`src/sv/sca_pkg.sv`:
```
// Shared types, constants and default parameters of the cycle averager.
`default_nettype none

package sca_pkg;

   // Field widths of the beats and of the register port.
   localparam int SAMPLE_W    = 16;
   localparam int OFFSET_W    = 12;
   localparam int CFG_LEN_W   = 13;
   localparam int CFG_PULSE_W = 7;
   localparam int CFG_FIRST_W = 6;
   localparam int CSR_INDEX_W = 2;
   localparam int CSR_DATA_W  = 13;

   // Default sizes of the accumulator store and the pulse counter.
   localparam int DEF_MAX_CYCLE  = 4096;
   localparam int DEF_MAX_PULSES = 64;

   // Register indexes.
   localparam logic [CSR_INDEX_W-1:0] CSR_CYCLE_LENGTH   = 2'd0;
   localparam logic [CSR_INDEX_W-1:0] CSR_PULSE_COUNT    = 2'd1;
   localparam logic [CSR_INDEX_W-1:0] CSR_FIRST_AVERAGED = 2'd2;

   // Register reset values.
   localparam logic [CFG_LEN_W-1:0]   RST_CYCLE_LENGTH   = 13'd1024;
   localparam logic [CFG_PULSE_W-1:0] RST_PULSE_COUNT    = 7'd8;
   localparam logic [CFG_FIRST_W-1:0] RST_FIRST_AVERAGED = 6'd0;

   typedef struct packed {
      logic                       restart;
      logic signed [SAMPLE_W-1:0] sample;
   } sca_req_type;

   typedef struct packed {
      logic signed [SAMPLE_W-1:0] average;
      logic [OFFSET_W-1:0]        offset;
      logic                       last;
      logic                       no_average;
   } sca_rsp_type;

   typedef struct packed {
      logic busy;
      logic done;
   } sca_div_status_type;

   typedef enum logic [2:0] {
      ST_IDLE,
      ST_READ,
      ST_ACCUM,
      ST_DIVIDE,
      ST_OUTPUT
   } sca_state_type;

endpackage

`default_nettype wire

```
`src/sv/sca_serial_divider.sv`:
```
// Bit-serial restoring divider: signed dividend by unsigned divisor, truncating toward zero.
`default_nettype none

module sca_serial_divider #(
   parameter int AW = 22,
   parameter int DW = 7
) (
   input  wire logic                                 clock,
   input  wire logic                                 reset,
   input  wire logic                                 start,
   input  wire logic signed [AW-1:0]                 dividend,
   input  wire logic [DW-1:0]                        divisor,
   output sca_pkg::sca_div_status_type               status,
   output logic signed [sca_pkg::SAMPLE_W-1:0]       quotient
);

   localparam int CNTW = (AW > 1) ? $clog2(AW) : 1;

   logic [AW-1:0]   quot_ff, quot_in;
   logic [DW-1:0]   rem_ff, rem_in;
   logic [DW-1:0]   div_ff, div_in;
   logic [CNTW-1:0] count_ff, count_in;
   logic            neg_ff, neg_in;
   logic            busy_ff, busy_in;
   logic            done_ff, done_in;

   logic [DW:0]     rem_shift;
   logic [DW:0]     diff;
   logic [AW-1:0]   magnitude;
   logic [AW-1:0]   signed_quot;

   assign magnitude = dividend[AW-1] ? (~dividend + AW'(1)) : dividend;

   // One quotient bit per cycle: the dividend shifts out at the top while
   // quotient bits shift in at the bottom of the same register.
   assign rem_shift = {rem_ff, quot_ff[AW-1]};
   assign diff      = rem_shift - {1'b0, div_ff};

   always_comb begin
      quot_in  = quot_ff;
      rem_in   = rem_ff;
      div_in   = div_ff;
      count_in = count_ff;
      neg_in   = neg_ff;
      busy_in  = busy_ff;
      done_in  = 1'b0;
      if (start) begin
         quot_in  = magnitude;
         rem_in   = '0;
         div_in   = divisor;
         count_in = '0;
         neg_in   = dividend[AW-1];
         busy_in  = 1'b1;
      end else if (busy_ff) begin
         quot_in  = {quot_ff[AW-2:0], ~diff[DW]};
         rem_in   = diff[DW] ? rem_shift[DW-1:0] : diff[DW-1:0];
         count_in = count_ff + CNTW'(1);
         if (count_ff == CNTW'(AW - 1)) begin
            busy_in = 1'b0;
            done_in = 1'b1;
         end
      end
   end

   always_ff @(posedge clock) begin
      quot_ff  <= quot_in;
      rem_ff   <= rem_in;
      div_ff   <= div_in;
      count_ff <= count_in;
      neg_ff   <= neg_in;
      if (reset) begin
         busy_ff <= 1'b0;
         done_ff <= 1'b0;
      end else begin
         busy_ff <= busy_in;
         done_ff <= done_in;
      end
   end

   assign signed_quot = neg_ff ? (~quot_ff + AW'(1)) : quot_ff;
   assign quotient    = signed_quot[sca_pkg::SAMPLE_W-1:0];
   assign status      = '{busy: busy_ff, done: done_ff};

endmodule

`default_nettype wire

```
`config.mk`:
```
export PLATFORM = sky130hd
export DESIGN_NAME = sca_serial_divider
export DESIGN_NICKNAME = d
export VERILOG_FILES = /design/src/sv/sca_pkg.sv /design/src/sv/sca_serial_divider.sv
export SDC_FILE = /design/constraint.sdc
export NUM_CORES = 1
export LEC_CHECK = 0
export ABC_AREA = 0
export BUFFER_PORTS_ARGS = -buffer_cell sky130_fd_sc_hd__buf_4
export CORE_ASPECT_RATIO = 1.25
export CORE_MARGIN = 8
export CORE_UTILIZATION = 51
export DETAILED_ROUTE_END_ITERATION = 8
export GPL_TIMING_DRIVEN = 0
export PLACE_DENSITY = 0.86
export SYNTH_ARGS = -nofsm -noshare
export SYNTH_HDL_FRONTEND = slang
export SYNTH_SLANG_ARGS = --single-unit
```
`constraint.sdc`:
```
create_clock -name clock -period 2.12 [get_ports clock]
set_input_delay 0.212 -clock clock [delete_from_list [all_inputs] [get_ports clock]]
set_output_delay 0.212 -clock clock [all_outputs]
set_load 0.005 [all_outputs]
```
==> metrics.yaml <==
flow_run:
  drv_cap: 0
critical_path:
  cp-start-kind: "flop"
  cp_cell_sequence: "inv_2, ha_1, nand2b_1, or4_4, or3_4, o31ai_4, xnor2_1, buf_4"
  cp.arrival_ns: 2.31
  reg2regPathDepth: 9
  criticalPathCategory: "reg -> out"
  r2r_start: "quot_ff[21]$_DFFE_PP_"
  worst-path-max-fanout: 3
  cp.required_ns: 1.91
  critPathMaxStageDelay_ns: 0.44
  cp_slowest_cell: "edfxtp_1"
  crit_buf_inv: 2
  endpoint_kind: "output pin"
  crit_family: "simple AND/OR/NAND/NOR gates"
  rr_endpoint: "rem_ff[6]$_SDFFE_PP0P_"
  ff2ff_setup_slack_ns: -0.23
min_path:
  hold_path.startpoint: "reset"
  hp-class: "in -> reg"
  hold_depth: 2
  holdPathEnd: "busy_ff$_SDFF_PP0_"
cells_and_area:
  nFillCells: 456
  nNetsFinal: 415
  area_growth_pct: 25.3
  final_layout_size_suffix_gt1_share_pct: 28.8
  diodes: 0
drt:
  drtPass1Iterations: 4
  drt_iter0_drc: 151
  drt_wl_total_um: 7190
  ant_nets: 0
  wl_per_cell_um: 16.4
  vias: 2584
  detail_route.drc_violations: 0
  vias_per_cell: 5.90
synthesis:
  async_flop_share_pct: 0
  syn_nets: 351
  synth_edf_count: 30
  yosysSeqAreaShare_pct: 40.5
  synth_cells: 307
  synth-seq-cells: 44
  yosysUniqueCellTypes: 57
  yosys_warnings: 0
  synth_ff_type: "edfxtp_1"
  synth_area_um2: 2910
  avgSynthCellArea_um2: 9.49
clocking:
  clockBufferDepth: 2
  clkTransAtPathRegs_ns: 0.08
  cts_buffers: 5
  cts_tree: "done"
  cts_root_buf: "clkbuf_8"
  clock_latency_ns: 0.31
  cts.sinks: 44
  htreeDepth: 2
sta:
  final_max_slew_viol_count: 0
  finalSetupTns_ns: -2.67
  max_slew_margin_pct: 65.8
  skew_ns: 0.0146
  fmax_mhz: 397
  rsz0062_at_grt: "true"
  setup_ws_ns: -0.399
  whs_ns: 0.0800
  fin_crit_ns: 2.52
  setup_violations: 11
  period_share_pct: 119
  hold_viol_final: 0
  worst_slew_pin_slew_ns: 0.509
placement:
  gp_congestion: 0.817
  io_buffer_count: 49
  pre_cts_ws_ns: -0.276
  place_hpwl_um: 5210
floorplan:
  die-width_um: 83.6
  dieArea_um2: 8400
  io_pins: 50
  core_um2: 5660
  initial_utilization_pct: 51.4
  fp.dieH_um: 100
  rows: 31
outcome:
  outcome: "finished, violations left"
  violations: "negative setup slack"
grt:
  grt-ovfl-total: 0
  grt_use_total_pct: 16.7
  grt_pass1_wl_um: 11800
  antenna_found_initial: 0
  grt_pass1_vias: 2494
  grt_start_max_net_pins: 23
pwr:
  ir_drop_v: 0.000398
  powerDensity_nw_per_um2: 646
  leakagePower_nw: 1.43
[layer usage]
layer / wire length, um / GRT usage (%)
met2: 3680 / 30.0
met3: 477 / 4.45
met5: 0 / 0
met1: 2890 / 18.6
met4: 141 / 5.86
[area by class of cell]
| cell class | instances | area [um2] | share of cell area [%] |
|---|---|---|---|
| timing repair buffer | 57 | 439 | 12.0 |
| inverter | 17 | 67.6 | 1.85 |
| sequential | 44 | 1180 | 32.4 |
| tap | 66 | 82.6 | 2.26 |
| clock buffer | 5 | 68.8 | 1.88 |
| buffer | 15 | 68.8 | 1.88 |
| clock inverter | 3 | 18.8 | 0.514 |
| multi-input combinational | 231 | 1720 | 47.2 |
[metrics by stage]
stage	std cells	power, mW	utilization (%)	instance area [um2]
after floorplan	307	1.49	-	2920
after global placement	422	1.72	59.4	3370
after detailed placement	422	1.75	59.4	3370
after CTS	436	2.32	62.9	3560
after global routing	438	2.48	64.5	3650
final	438	2.36	64.5	3650
[worst max path at each step]
stage	depth (start not counted)	slack, ns	startpoint	to
after floorplan	9	0.02	quot_ff[21]$_DFFE_PP_	rem_ff[6]$_SDFFE_PP0P_
after global placement	8	-0.14	quot_ff[0]$_DFFE_PP_	quotient[12]
after detailed placement	9	-0.28	quot_ff[21]$_DFFE_PP_	rem_ff[6]$_SDFFE_PP0P_
after CTS	8	-0.41	quot_ff[1]$_DFFE_PP_	quotient[12]
after global routing	8	-0.48	quot_ff[0]$_DFFE_PP_	quotient[12]
final	8	-0.40	quot_ff[1]$_DFFE_PP_	quotient[12]
[cells by family (layout without fill, tap and decap cells)]
| kind of cell | after synthesis | in the layout | synth area share (%) |
|---|---|---|---|
| fa+ha+maj | 12 | 12 | 5.41 |
| mux | 2 | 2 | 0.730 |
| buf+inv | 32 | 97 | 4.51 |
| xor+xnor | 40 | 40 | 12.0 |
| compound gates | 75 | 75 | 17.9 |
| simple gates | 102 | 102 | 18.9 |
| flops | 44 | 44 | 40.5 |
[flip-flops by register name, summed over array words and instances (netlist names)]
| register | flops |
|---|---|
| busy_ff | 1 |
| count_ff | 5 |
| div_ff | 7 |
| done_ff | 1 |
| neg_ff | 1 |
| quot_ff | 22 |
| rem_ff | 7 |
[power by group]
group	leakage, nW	switching [mW]	internal, mW
combinational	0.976	0.364	0.357
sequential	0.410	0.0855	1.01
clock	0.0479	0.307	0.230
[cells in the final DEF (no fill, tap or decap), types with 10 or more instances in the layout]
| cell | n |
|---|---|
| o21ai_0 | 10 |
| a21oi_1 | 21 |
| xnor2_1 | 19 |
| buf_4 | 57 |
| nor2_1 | 35 |
| inv_1 | 14 |
| xor2_1 | 21 |
| nand2_1 | 19 |
| clkbuf_1 | 10 |
| edfxtp_1 | 30 |
| dfxtp_1 | 14 |
[what timing repair did]
| item | in CTS | in global routing |
|---|---|---|
| hold buffers | 0 | 0 |
| setup endpoints to repair | 9 | 41 |
| pin swaps | 14 | 16 |
| setup buffers | 6 | 3 |
| gates resized for setup | 15 | 18 |
[cells in the mapped netlist (all sizes together), types with 2 or more instances]
cell type	count	area share, %
nor2	37	4.9
edfxtp	30	31
a21oi	22	3.8
nand2	21	2.8
xor2	21	6.3
o21ai	20	3.8
xnor2	19	5.7
inv	17	2.2
dfxtp	14	9.6
clkbuf	11	1.4
ha	11	4.7
o31ai	10	2.7
nand3	7	1.2
a311oi	5	1.7
nand2b	5	1.3
nand4	5	1.1
or3	5	1.2
buf	4	0.90
nor4	4	1.4
o41ai	4	1.5
a211oi	3	1.2
or4	3	0.90
nand3b	2	0.52
nand4b	2	0.60
nor3	2	0.34
nor3b	2	0.52
o21a	2	0.52
o311ai	2	0.60
or3b	2	0.60
(Power assumes the default switching activity.)
